**config.mk**
```make
export PLATFORM = sky130hd
export DESIGN_NAME = dle_character_stuffing_framer
export DESIGN_NICKNAME = d
export VERILOG_FILES = /design/src/sv/dsf_pkg.sv /design/src/sv/dsf_front.sv /design/src/sv/dsf_queue.sv /design/src/sv/dsf_back.sv /design/src/sv/dle_character_stuffing_framer.sv
export SDC_FILE = /design/constraint.sdc
export NUM_CORES = 1
export LEC_CHECK = 0
export CELL_PAD_IN_SITES_DETAIL_PLACEMENT = 1
export CELL_PAD_IN_SITES_GLOBAL_PLACEMENT = 1
export CORE_MARGIN = 3
export CORE_UTILIZATION = 35
export DETAILED_ROUTE_END_ITERATION = 16
export DONT_BUFFER_PORTS = 1
export GPL_ROUTABILITY_DRIVEN = 0
export PLACE_DENSITY_LB_ADDON = 0.1
export SLEW_MARGIN = 25
export SYNTH_ARGS = -nofsm -noshare
export SYNTH_HDL_FRONTEND = slang
export SYNTH_SLANG_ARGS = --single-unit
export TNS_END_PERCENT = 5
```
**constraint.sdc**
```tcl
create_clock -name i_clk -period 4.8 [get_ports i_clk]
set_clock_uncertainty 0.05 [all_clocks]
set_input_delay 0.24 -clock i_clk [delete_from_list [all_inputs] [get_ports i_clk]]
set_output_delay 0.24 -clock i_clk [all_outputs]
set_load 0.01 [all_outputs]
```
**src/sv/dsf_pkg.sv**
```systemverilog
`timescale 1ns / 1ps
// Shared types, constants and segment codes of the DLE character-stuffing framer.
// No dependencies; imported by every module of the block.
package dsf_pkg;

    // Frame length bound at which the payload index saturates
    localparam int MAX_FRAME_LEN = 1024;
    localparam int IDX_W         = $clog2(MAX_FRAME_LEN + 1);

    // Field and register widths
    localparam int CHAR_W     = 8;
    localparam int POS_W      = 11;
    localparam int CFG_IDX_W  = 1;
    localparam int CFG_DATA_W = 11;
    localparam int CMP_W      = ((IDX_W > POS_W) ? IDX_W : POS_W) + 1;

    // Register indexes of the configuration port
    localparam logic [CFG_IDX_W-1:0] CFG_INSERT_POSITION = 1'b0;
    localparam logic [CFG_IDX_W-1:0] CFG_INSERT_CHAR     = 1'b1;

    // Framing characters
    localparam logic [CHAR_W-1:0] CH_D = 8'h64;
    localparam logic [CHAR_W-1:0] CH_L = 8'h6C;
    localparam logic [CHAR_W-1:0] CH_E = 8'h65;
    localparam logic [CHAR_W-1:0] CH_S = 8'h73;
    localparam logic [CHAR_W-1:0] CH_T = 8'h74;
    localparam logic [CHAR_W-1:0] CH_X = 8'h78;

    // Output segments of one job, in emission order (bit positions of the job mask)
    localparam int SEG_N    = 10;
    localparam int SEG_W    = $clog2(SEG_N);
    localparam int SEG_HDR  = 0;  // dle stx
    localparam int SEG_INS0 = 1;  // dle char dle before byte 0
    localparam int SEG_STF  = 2;  // extra dle before byte 0
    localparam int SEG_B0   = 3;
    localparam int SEG_INS1 = 4;
    localparam int SEG_B1   = 5;
    localparam int SEG_INS2 = 6;
    localparam int SEG_B2   = 7;
    localparam int SEG_ENDI = 8;  // insertion after the last byte
    localparam int SEG_TRL  = 9;  // dle etx

    // Job queue between front and back
    localparam int Q_DEPTH = 2;
    localparam int Q_PTR_W = (Q_DEPTH > 1) ? $clog2(Q_DEPTH) : 1;
    localparam int Q_CNT_W = $clog2(Q_DEPTH + 1);

    typedef struct packed {
        logic [SEG_N-1:0]           mask;
        logic [2:0][CHAR_W-1:0]     bytes;
    } t_job;

    typedef struct packed {
        logic full;
        logic empty;
    } t_q_status;

endpackage

```
**src/sv/dsf_front.sv**
```systemverilog
`timescale 1ns / 1ps
// Front part of the framer: accepts payload bytes, keeps the lookahead window
// and turns each item into a job descriptor. Depends on dsf_pkg.
module dsf_front import dsf_pkg::*; (
    input  logic             i_clk,
    input  logic             i_rst_n,
    input  logic             i_in_valid,
    output logic             o_in_ready,
    input  logic [CHAR_W-1:0] i_payload_byte,
    input  logic             i_frame_end,
    input  logic [POS_W-1:0] i_insert_position,
    input  t_q_status        i_q_status,
    output logic             o_push,
    output t_job             o_job
);

    localparam logic [IDX_W-1:0] IDX_MAX = IDX_W'(MAX_FRAME_LEN);

    logic [1:0][CHAR_W-1:0] r_held, n_held;
    logic [1:0]             r_cnt, n_cnt;
    logic [IDX_W-1:0]       r_idx, n_idx;
    logic                   r_hdr_sent, n_hdr_sent;

    logic [2:0][CHAR_W-1:0] w_buf;
    logic [1:0]             w_len;
    logic [2:0]             w_emit;
    logic [3:0][IDX_W-1:0]  w_pidx;
    logic [2:0]             w_ins;
    logic                   w_acc;
    logic                   w_stuff;
    logic                   w_endins;
    logic [SEG_N-1:0]       w_mask;

    function automatic logic pos_hit(input logic [IDX_W-1:0] idx,
                                     input logic [POS_W-1:0] pos);
        pos_hit = (CMP_W'(idx) + CMP_W'(1)) == CMP_W'(pos);
    endfunction

    assign w_acc      = i_in_valid && !i_q_status.full;
    assign o_in_ready = !i_q_status.full;

    always_comb begin
        w_buf        = '0;
        w_buf[0]     = r_held[0];
        w_buf[1]     = r_held[1];
        w_buf[r_cnt] = i_payload_byte;
        w_len        = r_cnt + 2'd1;

        for (int k = 0; k < 3; k++) begin
            if (i_frame_end) begin
                w_emit[k] = (2'(k) < w_len);
            end else begin
                w_emit[k] = (k == 0) && (w_len == 2'd3);
            end
        end

        // Payload index seen by each emitted byte, saturating at the bound
        w_pidx[0] = r_idx;
        for (int k = 0; k < 3; k++) begin
            if (w_emit[k] && (w_pidx[k] < IDX_MAX)) begin
                w_pidx[k+1] = w_pidx[k] + IDX_W'(1);
            end else begin
                w_pidx[k+1] = w_pidx[k];
            end
        end

        for (int k = 0; k < 3; k++) begin
            w_ins[k] = w_emit[k] && (w_pidx[k] < IDX_MAX) &&
                       pos_hit(w_pidx[k], i_insert_position);
        end

        w_stuff  = w_emit[0] && (w_len == 2'd3) &&
                   (w_buf[0] == CH_D) && (w_buf[1] == CH_L) && (w_buf[2] == CH_E);
        w_endins = i_frame_end && pos_hit(w_pidx[3], i_insert_position);

        w_mask           = '0;
        w_mask[SEG_HDR]  = !r_hdr_sent;
        w_mask[SEG_INS0] = w_ins[0];
        w_mask[SEG_STF]  = w_stuff;
        w_mask[SEG_B0]   = w_emit[0];
        w_mask[SEG_INS1] = w_ins[1];
        w_mask[SEG_B1]   = w_emit[1];
        w_mask[SEG_INS2] = w_ins[2];
        w_mask[SEG_B2]   = w_emit[2];
        w_mask[SEG_ENDI] = w_endins;
        w_mask[SEG_TRL]  = i_frame_end;
    end

    assign o_job.mask  = w_mask;
    assign o_job.bytes = w_buf;
    assign o_push      = w_acc && (w_mask != '0);

    always_comb begin
        n_held     = r_held;
        n_cnt      = r_cnt;
        n_idx      = r_idx;
        n_hdr_sent = r_hdr_sent;
        if (w_acc) begin
            if (i_frame_end) begin
                n_held     = '0;
                n_cnt      = 2'd0;
                n_idx      = '0;
                n_hdr_sent = 1'b0;
            end else if (w_len == 2'd3) begin
                n_held[0]  = w_buf[1];
                n_held[1]  = w_buf[2];
                n_cnt      = 2'd2;
                n_idx      = w_pidx[3];
                n_hdr_sent = 1'b1;
            end else begin
                n_held[0]  = w_buf[0];
                n_held[1]  = w_buf[1];
                n_cnt      = w_len;
                n_hdr_sent = 1'b1;
            end
        end
    end

    always_ff @(posedge i_clk) begin
        if (!i_rst_n) begin
            r_held     <= '0;
            r_cnt      <= 2'd0;
            r_idx      <= '0;
            r_hdr_sent <= 1'b0;
        end else begin
            r_held     <= n_held;
            r_cnt      <= n_cnt;
            r_idx      <= n_idx;
            r_hdr_sent <= n_hdr_sent;
        end
    end

endmodule

```
**src/sv/dsf_queue.sv**
```systemverilog
`timescale 1ns / 1ps
// Short job queue between the front and back parts of the framer.
// Depends on dsf_pkg for the job type and depth.
module dsf_queue import dsf_pkg::*; (
    input  logic      i_clk,
    input  logic      i_rst_n,
    input  logic      i_push,
    input  t_job      i_job,
    input  logic      i_pop,
    output t_job      o_job,
    output t_q_status o_status
);

    t_job                r_mem [Q_DEPTH];
    logic [Q_PTR_W-1:0]  r_wr, n_wr;
    logic [Q_PTR_W-1:0]  r_rd, n_rd;
    logic [Q_CNT_W-1:0]  r_count, n_count;

    function automatic logic [Q_PTR_W-1:0] ptr_inc(input logic [Q_PTR_W-1:0] p);
        if (p == Q_PTR_W'(Q_DEPTH - 1)) begin
            ptr_inc = '0;
        end else begin
            ptr_inc = p + Q_PTR_W'(1);
        end
    endfunction

    assign o_status.full  = (r_count == Q_CNT_W'(Q_DEPTH));
    assign o_status.empty = (r_count == '0);
    assign o_job          = r_mem[r_rd];

    always_comb begin
        n_wr    = i_push ? ptr_inc(r_wr) : r_wr;
        n_rd    = i_pop  ? ptr_inc(r_rd) : r_rd;
        n_count = r_count + Q_CNT_W'(i_push) - Q_CNT_W'(i_pop);
    end

    always_ff @(posedge i_clk) begin
        if (i_push) begin
            r_mem[r_wr] <= i_job;
        end
    end

    always_ff @(posedge i_clk) begin
        if (!i_rst_n) begin
            r_wr    <= '0;
            r_rd    <= '0;
            r_count <= '0;
        end else begin
            r_wr    <= n_wr;
            r_rd    <= n_rd;
            r_count <= n_count;
        end
    end

`ifndef ASSERT_OFF
    a_no_overflow: assert property (@(posedge i_clk) disable iff (!i_rst_n)
        !(i_push && o_status.full))
        else $error("push into full job queue");
    a_no_underflow: assert property (@(posedge i_clk) disable iff (!i_rst_n)
        !(i_pop && o_status.empty))
        else $error("pop from empty job queue");
`endif

endmodule

```
**src/sv/dsf_back.sv**
```systemverilog
`timescale 1ns / 1ps
// Back part of the framer: expands one job a time into output bytes through
// a segment sequencer and an output register. Depends on dsf_pkg.
module dsf_back import dsf_pkg::*; (
    input  logic              i_clk,
    input  logic              i_rst_n,
    input  t_job              i_job,
    input  t_q_status         i_q_status,
    output logic              o_pop,
    input  logic [CHAR_W-1:0] i_insert_char,
    output logic              o_out_valid,
    input  logic              i_out_ready,
    output logic [CHAR_W-1:0] o_out_byte,
    output logic              o_run_last,
    output logic              o_frame_done
);

    logic [SEG_N-1:0]       r_mask, n_mask;
    logic [2:0][CHAR_W-1:0] r_bytes, n_bytes;
    logic [2:0]             r_off, n_off;
    logic                   r_out_valid, n_out_valid;
    logic [CHAR_W-1:0]      r_out_byte, n_out_byte;
    logic                   r_run_last, n_run_last;
    logic                   r_frame_done, n_frame_done;

    logic [SEG_W-1:0]       w_cur;
    logic [SEG_N-1:0]       w_rest;
    logic                   w_seg_end;
    logic                   w_job_last;
    logic                   w_go;
    logic                   w_load;

    function automatic logic [2:0] seg_last(input logic [SEG_W-1:0] seg);
        case (seg)
            SEG_W'(SEG_HDR), SEG_W'(SEG_TRL):                  seg_last = 3'd5;
            SEG_W'(SEG_INS0), SEG_W'(SEG_INS1),
            SEG_W'(SEG_INS2), SEG_W'(SEG_ENDI):                seg_last = 3'd6;
            SEG_W'(SEG_STF):                                   seg_last = 3'd2;
            default:                                           seg_last = 3'd0;
        endcase
    endfunction

    function automatic logic [CHAR_W-1:0] seg_byte(input logic [SEG_W-1:0]       seg,
                                                   input logic [2:0]             off,
                                                   input logic [2:0][CHAR_W-1:0] b,
                                                   input logic [CHAR_W-1:0]      ch);
        logic [CHAR_W-1:0] dle;
        logic [CHAR_W-1:0] tail;
        dle = (off[1:0] == 2'd0) ? CH_D : ((off[1:0] == 2'd1) ? CH_L : CH_E);
        case (off)
            3'd3:    tail = (seg == SEG_W'(SEG_HDR)) ? CH_S : CH_E;
            3'd4:    tail = CH_T;
            default: tail = CH_X;
        endcase
        case (seg)
            SEG_W'(SEG_HDR), SEG_W'(SEG_TRL): begin
                seg_byte = (off < 3'd3) ? dle : tail;
            end
            SEG_W'(SEG_INS0), SEG_W'(SEG_INS1), SEG_W'(SEG_INS2), SEG_W'(SEG_ENDI): begin
                if (off == 3'd3) begin
                    seg_byte = ch;
                end else if (off < 3'd3) begin
                    seg_byte = dle;
                end else begin
                    seg_byte = (off == 3'd4) ? CH_D : ((off == 3'd5) ? CH_L : CH_E);
                end
            end
            SEG_W'(SEG_STF): seg_byte = dle;
            SEG_W'(SEG_B0):  seg_byte = b[0];
            SEG_W'(SEG_B1):  seg_byte = b[1];
            SEG_W'(SEG_B2):  seg_byte = b[2];
            default:         seg_byte = b[0];
        endcase
    endfunction

    // Lowest pending segment is the one being emitted
    always_comb begin
        w_cur = '0;
        for (int i = SEG_N - 1; i >= 0; i--) begin
            if (r_mask[i]) begin
                w_cur = SEG_W'(i);
            end
        end
    end

    always_comb begin
        w_rest          = r_mask;
        w_rest[w_cur]   = 1'b0;
        w_seg_end       = (r_off == seg_last(w_cur));
        w_job_last      = w_seg_end && (w_rest == '0);
        w_go            = (r_mask != '0) && (!r_out_valid || i_out_ready);
        w_load          = (r_mask == '0) || (w_go && w_job_last);
    end

    assign o_pop = w_load && !i_q_status.empty;

    always_comb begin
        n_mask       = r_mask;
        n_bytes      = r_bytes;
        n_off        = r_off;
        n_out_valid  = r_out_valid && !i_out_ready;
        n_out_byte   = r_out_byte;
        n_run_last   = r_run_last;
        n_frame_done = r_frame_done;
        if (w_go) begin
            n_out_valid  = 1'b1;
            n_out_byte   = seg_byte(w_cur, r_off, r_bytes, i_insert_char);
            n_run_last   = w_job_last;
            n_frame_done = w_job_last && (w_cur == SEG_W'(SEG_TRL));
            if (w_seg_end) begin
                n_off  = 3'd0;
                n_mask = w_rest;
            end else begin
                n_off  = r_off + 3'd1;
            end
        end
        if (o_pop) begin
            n_mask  = i_job.mask;
            n_bytes = i_job.bytes;
            n_off   = 3'd0;
        end
    end

    always_ff @(posedge i_clk) begin
        if (!i_rst_n) begin
            r_mask      <= '0;
            r_off       <= 3'd0;
            r_out_valid <= 1'b0;
        end else begin
            r_mask      <= n_mask;
            r_off       <= n_off;
            r_out_valid <= n_out_valid;
        end
    end

    always_ff @(posedge i_clk) begin
        r_bytes      <= n_bytes;
        r_out_byte   <= n_out_byte;
        r_run_last   <= n_run_last;
        r_frame_done <= n_frame_done;
    end

    assign o_out_valid  = r_out_valid;
    assign o_out_byte   = r_out_byte;
    assign o_run_last   = r_run_last;
    assign o_frame_done = r_frame_done;

`ifndef ASSERT_OFF
    a_done_ends_run: assert property (@(posedge i_clk) disable iff (!i_rst_n)
        (r_out_valid && r_frame_done) |-> r_run_last)
        else $error("frame_done without run_last");
    a_offset_in_seg: assert property (@(posedge i_clk) disable iff (!i_rst_n)
        (r_mask != '0) |-> (r_off <= seg_last(w_cur)))
        else $error("segment offset beyond segment length");
    a_job_holds: assert property (@(posedge i_clk) disable iff (!i_rst_n)
        ((r_mask != '0) && !w_go) |=> ($stable(r_mask) && $stable(r_off)))
        else $error("job advanced while output stalled");
`endif

endmodule

```
**src/sv/dle_character_stuffing_framer.sv**
```systemverilog
`timescale 1ns / 1ps
// Top level of the DLE/STX/ETX character-stuffing framer: configuration
// registers and the front, queue and back parts. Depends on dsf_pkg.
//
// Payload bytes go in one per transaction, the last of a frame flagged by
// frame_end; the stuffed frame comes out one byte per transaction. The first
// byte of a frame brings the header "dle stx", every "dle" sequence in the
// payload gets an extra "dle" before it, the sequence "dle", insert_char,
// "dle" goes before the payload byte at one-based insert_position (or after
// the last byte when the position is length + 1), and frame_end brings the
// trailer "dle etx", whose final byte carries frame_done. Two payload bytes
// are held back for the lookahead, so a transaction may cause no output;
// run_last marks the last output byte caused by each input transaction.
// Rate: the front takes one input transaction per cycle while the two-entry
// job queue has room; the back emits one output byte per cycle while the
// receiver is ready, so a transaction that causes N output bytes (0 to 20)
// holds the back until all N are out; the byte sequencer sets the sustained
// rate. An item passes a queue entry and the back's job register before it
// reaches the output register. Configuration is taken at any cycle (ready is
// always high) and is meant to be written while no frame bytes are in flight.
module dle_character_stuffing_framer import dsf_pkg::*; (
    input  logic                  i_clk,
    input  logic                  i_rst_n,
    // payload input
    input  logic                  i_in_valid,
    output logic                  o_in_ready,
    input  logic [CHAR_W-1:0]     i_payload_byte,
    input  logic                  i_frame_end,
    // stuffed output
    output logic                  o_out_valid,
    input  logic                  i_out_ready,
    output logic [CHAR_W-1:0]     o_out_byte,
    output logic                  o_run_last,
    output logic                  o_frame_done,
    // configuration writes
    input  logic                  i_cfg_valid,
    output logic                  o_cfg_ready,
    input  logic [CFG_IDX_W-1:0]  i_cfg_index,
    input  logic [CFG_DATA_W-1:0] i_cfg_data
);

    logic [POS_W-1:0]  r_insert_position, n_insert_position;
    logic [CHAR_W-1:0] r_insert_char, n_insert_char;

    logic              w_push;
    logic              w_pop;
    t_job              w_front_job;
    t_job              w_queue_job;
    t_q_status         w_q_status;

    // Configuration: always ready; unknown indexes drop the write
    assign o_cfg_ready = 1'b1;

    always_comb begin
        n_insert_position = r_insert_position;
        n_insert_char     = r_insert_char;
        if (i_cfg_valid) begin
            case (i_cfg_index)
                CFG_INSERT_POSITION: n_insert_position = i_cfg_data[POS_W-1:0];
                CFG_INSERT_CHAR:     n_insert_char     = i_cfg_data[CHAR_W-1:0];
                default: begin
                    n_insert_position = r_insert_position;
                end
            endcase
        end
    end

    always_ff @(posedge i_clk) begin
        if (!i_rst_n) begin
            r_insert_position <= POS_W'(1);
            r_insert_char     <= '0;
        end else begin
            r_insert_position <= n_insert_position;
            r_insert_char     <= n_insert_char;
        end
    end

    // Front: hold the lookahead window, classify each byte into a job
    dsf_front u_front (
        .i_clk             (i_clk),
        .i_rst_n           (i_rst_n),
        .i_in_valid        (i_in_valid),
        .o_in_ready        (o_in_ready),
        .i_payload_byte    (i_payload_byte),
        .i_frame_end       (i_frame_end),
        .i_insert_position (r_insert_position),
        .i_q_status        (w_q_status),
        .o_push            (w_push),
        .o_job             (w_front_job)
    );

    // Queue: decouple classification from byte expansion
    dsf_queue u_queue (
        .i_clk    (i_clk),
        .i_rst_n  (i_rst_n),
        .i_push   (w_push),
        .i_job    (w_front_job),
        .i_pop    (w_pop),
        .o_job    (w_queue_job),
        .o_status (w_q_status)
    );

    // Back: expand each job into output bytes, one per cycle while the receiver is ready
    dsf_back u_back (
        .i_clk         (i_clk),
        .i_rst_n       (i_rst_n),
        .i_job         (w_queue_job),
        .i_q_status    (w_q_status),
        .o_pop         (w_pop),
        .i_insert_char (r_insert_char),
        .o_out_valid   (o_out_valid),
        .i_out_ready   (i_out_ready),
        .o_out_byte    (o_out_byte),
        .o_run_last    (o_run_last),
        .o_frame_done  (o_frame_done)
    );

endmodule

```
# Word level (Yosys, flattened, before mapping)
# Memory sizes are Yosys's and may differ from the RTL's. A register that Yosys moved wholly into a read port is not among the register bits.
# Cells that the tools add are included.
# totals
elab_cells,165
output_inout_bits,13
mem_bits_rw,68
memories,1
input_bits,26
regBits,101
# mem_list
name,words,word_bits,read_ports,rd_clocked_by_memory_dff,write_ports,line_no,rtl
u_queue.r_mem,2,34,1,1,1,dsf_queue.sv:14,t_job r_mem [Q_DEPTH];
# classes
n_addsub,13
bitwise_logic,4
magnitude_cmp,11
n_reduce_logical,45
muxes,50
n_eq_ne,22
# op_table
cell,count
two-way mux 11 bit,5
adder 11 x 1 -> 12 bit (second input constant),4
equality test 12 x 11 -> 1 bit,4
two-way mux 4 bit,12
two-way mux 8 bit,6
case mux 8 bit (5 select lines),1
adder 11 x 1 -> 11 bit (second input constant),3
< comparator 11 bit (second input constant),3
two-way mux 16 bit,2
two-way mux 10 bit,3
bitwise mux 24 bit,1
equality test 8 x 7 -> 1 bit (second input constant),3
logical AND 1 bit,21
zero test 10 bit,2
nonzero test 10 bit,2
demux 8 bit (select 2 bit),1
equality test 4 x 3 -> 1 bit (second input constant),4
case mux 8 bit (2 select lines),1
two-way mux 1 bit,12
bitwise AND 10 bit,1
NOT 10 bit,1
case mux 3 bit (3 select lines),1
equality test 4 bit (second input constant),2
AND reduction 2 bit,4
31 further kinds,46

# Longest topological paths before layout
# depth
ltp_word,23
depth_mapped,18
mapped_depth_nobuf,16

# Cells and area by module
# From an unflattened synthesis, not the netlist that was laid out.
# unflattened
cells_unflattened,1051
hier_area_um2,10847.9
# by_module_without_submodules
module,n_inst,seq_area_each_um2,cells_each,area_per_inst_um2
dsf_front,1,600.6,600,4734.5
dsf_queue,1,2142.1,127,2834.0
dsf_back,1,1301.2,246,2518.7
dle_character_stuffing_framer,1,380.4,78,760.7

# Worst setup path after synthesis
# OpenSTA, ideal clock, no wires.
# synth_timing
kind,register -> register
from,register u_front.r_idx[0]
to,memory u_queue.r_mem[0][32] (netlist name) (data pin)
arrival_time_ns,4.225
required_time_ns,4.547
path_stages_with_launch,14
n_path_buf,1
period_less_slack_ns,4.479
setup_time_ns,0.203
path_slack_ns,0.321
path_cell_list,dfxtp_1 ha_1 buf_4 or4b_2 a2111oi_0 o221ai_1 o21ai_2 mux2_2 ha_1 o311ai_4 nor4b_4 nand2_1 or4_1 a2111oi_2
# synth_rtl
item,line_no,rtl
"start, declared",dsf_front.sv:21,"logic [IDX_W-1:0] r_idx, n_idx;"
"start signal, assigned",dsf_front.sv:128,r_idx <= n_idx;
"end, declared",dsf_queue.sv:14,

==> metrics.md <==
| Metric | Value |
|---|---|
| Status | complete, no violations |
| Yosys top cell area share | 31.0% |
| Final min period | 4.57 ns |
| Synth top cells by count | edfxtp_1 (102), nand2_1 (95), dfxtp_1 (68), xnor2_1 (55), nor2_1 (51) |
| DR WL/cell | 21.0 µm |
| Post-synth EDFFs | 102 |
| Critical path type | reg -> reg |
| Initial Utilization | 36.2% |
| Core area | 27300 µm² |
| Post-route DRC violation count | 0 |
| Clock transition at path regs | 0.07 ns |
| Global Route Usage Sum | 19.5% |
| Sequential group share of total power | 39.7% |
| Clock tree sinks | 170 |
| Distinct cells, synth | 85 |
| Post-synth net total | 1038 |
| IO buf count | 0 |
| R2R depth | 12 |
| Die Area | 30300 µm² |
| Final nets | 1065 |
| Place WS | -0.000534 ns |
| H-tree level count | 4 |
| Largest cells by area after synthesis | edfxtp_1 (31%), dfxtp_1 (14%), xnor2_1 (4.9%) |
| Global-route wire length before repair | 46100 µm |
| Area Growth Syn to Fin | 14.8% |
| Post-DP HPWL | 21400 µm |
| Slew @ Worst Pin | 0.886 ns |
| Critical Path AT | 4.75 ns |
| Register area share after synthesis | 44.7% |
| Initial antenna violation count | 0 |
| Seq cells post-synth | 170 |
| Inst Count DP | 1353 |
| Post-Synthesis Cells | 996 |
| Final WS setup | 0.228 ns |
| DRT Wirelength | 29600 µm |
| Top_reg_cell synth | edfxtp_1 |
| Sw power | 2080 µW |
| Die Ht | 174 µm |
| Setup tns final | 0 ns |
| Largest net degree at the start of global routing | 69 |
| FFs w/ async S/R, synth | 0% |
| Critical path endpoint category | flop |
| Finished Layout Cells | 1408 |
| Drt first-iter violations | 458 |
| Worst hold margin | 0.0446 ns |
| Cell taking the most area after synthesis | edfxtp_1 |
| GRT overflow | 0 |
| Clk pwr share | 25.2% |
| Lkg Pwr | 0.00390 µW |
| Avg Cell Area, Syn | 9.93 µm² |
| Antenna violation net count after detailed routing | 0 |
| Routed via count | 7611 |
| Worst skew pair latency | 0.44 ns |
| Clk root buf | clkbuf_16 |
| Hold Violations, Final | 0 |
| Crit-path max FO | 10 |
| Hold WC Path Type | in -> reg |
| Vias per inst | 5.41 |
| Pwr per Cell Area | 486 nW/µm² |
| Top Ports | 39 |
| Max Cap Viol | 0 |
| Inserted Clock Buffers | 17 |
| Max-slew violation count | 0 |
| Longest Clk Path Bufs | 2 |
| Logic gate share of total power | 35.1% |
| Post-Syn Area | 9890 µm² |
| CTS tree | yes |
| # diodes | 0 |
| Most common cell in the synthesized netlist | edfxtp_1 |
| Vias in the first global route | 7707 |
| 1st-pass router iterations | 5 |
| FP Rows | 60 |
| Crit path launch type | flop |
| Pint | 3440 µW |
| Worst hold path depth | 1 |
| Final critical-path share of the clock period | 95.2% |
| Final setup fails | 0 |
| VDD IR max | 220 µV |
| Share of cells above drive strength 1 | 16.0% |
| YS warnings | 0 |
| WP data required | 4.97 ns |
| Worst slew margin | 40.8% |
| Maximum clock rate | 219 MHz |
| Die W | 174 µm |
| Sw Share | 37.7% |
==> path summary, 6_finish.rpt <==
path / slack [ns] / from / endpoint
worst max register to register: 0.23 / u_front.r_idx[2] / u_queue.r_mem[1][32]
worst min-delay path: 0.04 / i_payload_byte[4] / u_queue.r_mem[0][20]
worst min register to register: 0.45 / r_insert_char[3] / r_insert_char[3]
worst max-delay path: 0.23 / u_front.r_idx[2] / u_queue.r_mem[1][32]
==> what timing repair did <==
item | 4_1_cts | 5_1_grt
gates resized for setup | 1 | 13
buffers inserted | 0 | 3
hold endpoints to repair | 70 | 0
pin swaps | 0 | 2
cloned | 0 | 0
endpoints found under the setup margin | 2 | 2
hold buffers | 20 | 0
==> final cells by class <==
cell class                      count  area (µm²)
Timing Repair Buffer               68         603
Multi-Input combinational cell    732        5130
Clock buffer                       18         439
Fill cell                        3074       16000
Inverter                           34         128
Sequential cell                   170        4430
Tap cell                          372         465
Clock inverter                     14         158
==> flip-flops by register name, summed over array words and instances (netlist names), named ones only <==
name and cells:
u_back.r_mask 10, u_back.r_off 3, u_queue.r_rd 1, u_queue.r_mem 68, u_back.o_out_byte 8, u_front.r_cnt 2
u_front.r_hdr_sent 1, u_back.o_run_last 1, u_front.r_held 16, u_back.o_frame_done 1, r_insert_position 11, u_back.r_bytes 24
u_front.r_idx 11, u_queue.r_count 2, r_insert_char 8, u_queue.r_wr 1, u_back.o_out_valid 1
==> through the flow <==
step	util (%)	total power [µW]	area, µm²
2_1_floorplan	-	3510	9890
3_3_place_gp	38.2	4120	10400
6_report	41.5	5520	11300
5_1_grt	41.5	5890	11300
3_5_place_dp	38.2	4140	10400
4_1_cts	41.2	5590	11300
==> logic make-up (layout without fill, tap and decap cells) <==
family / after synthesis / in the layout / synth area share, %
buf+inv: 94 / 134 / 4.14
other cells: 1 / 1 / 0.0379
flops: 170 / 170 / 44.7
fa+ha+maj: 16 / 16 / 2.02
compound gates: 229 / 229 / 16.2
mux: 61 / 61 / 6.69
xor+xnor: 79 / 79 / 7.35
simple gates: 346 / 346 / 18.8
==> critical path, cell delays in order, from the launching register on <==
cell	delay, ns
dfxtp_1	0.45
buf_4	0.26
nor2b_1	0.23
or3b_1	0.43
o221ai_4	0.31
a21oi_2	0.12
or2_1	0.26
or4_4	0.55
o221a_4	0.27
nor4b_4	0.38
nand2_1	0.09
or4_1	0.54
a2111oi_4	0.40
==> power by group through the flow <==
stage	logic, µW	registers [µW]	clock network, µW
detailed placement	1910	2230	0
global placement	1900	2220	0
floorplan	1360	2150	0
CTS	1960	2200	1430
finish	1940	2190	1390
global route	2180	2230	1490
==> cells in the final DEF (no fill, tap or decap), types with 37 or more instances in the layout <==
cell,netlist,layout
edfxtp_1,102,102
nand2_1,95,95
dfxtp_1,68,67
xnor2_1,55,54
nor2_1,51,50
o21ai_0,48,48
buf_4,5,46
a21oi_1,45,44
mux2_2,41,41
nor2b_1,37,37
==> routing by layer <==
metal | routed length [µm] | GRT usage [%]
met1 | 14800 | 28.4
met2 | 13300 | 30.1
met3 | 1050 | 3.60
met4 | 391 | 4.42
met5 | 0 | 0
Note: power is estimated with default switching activity, not from simulation.
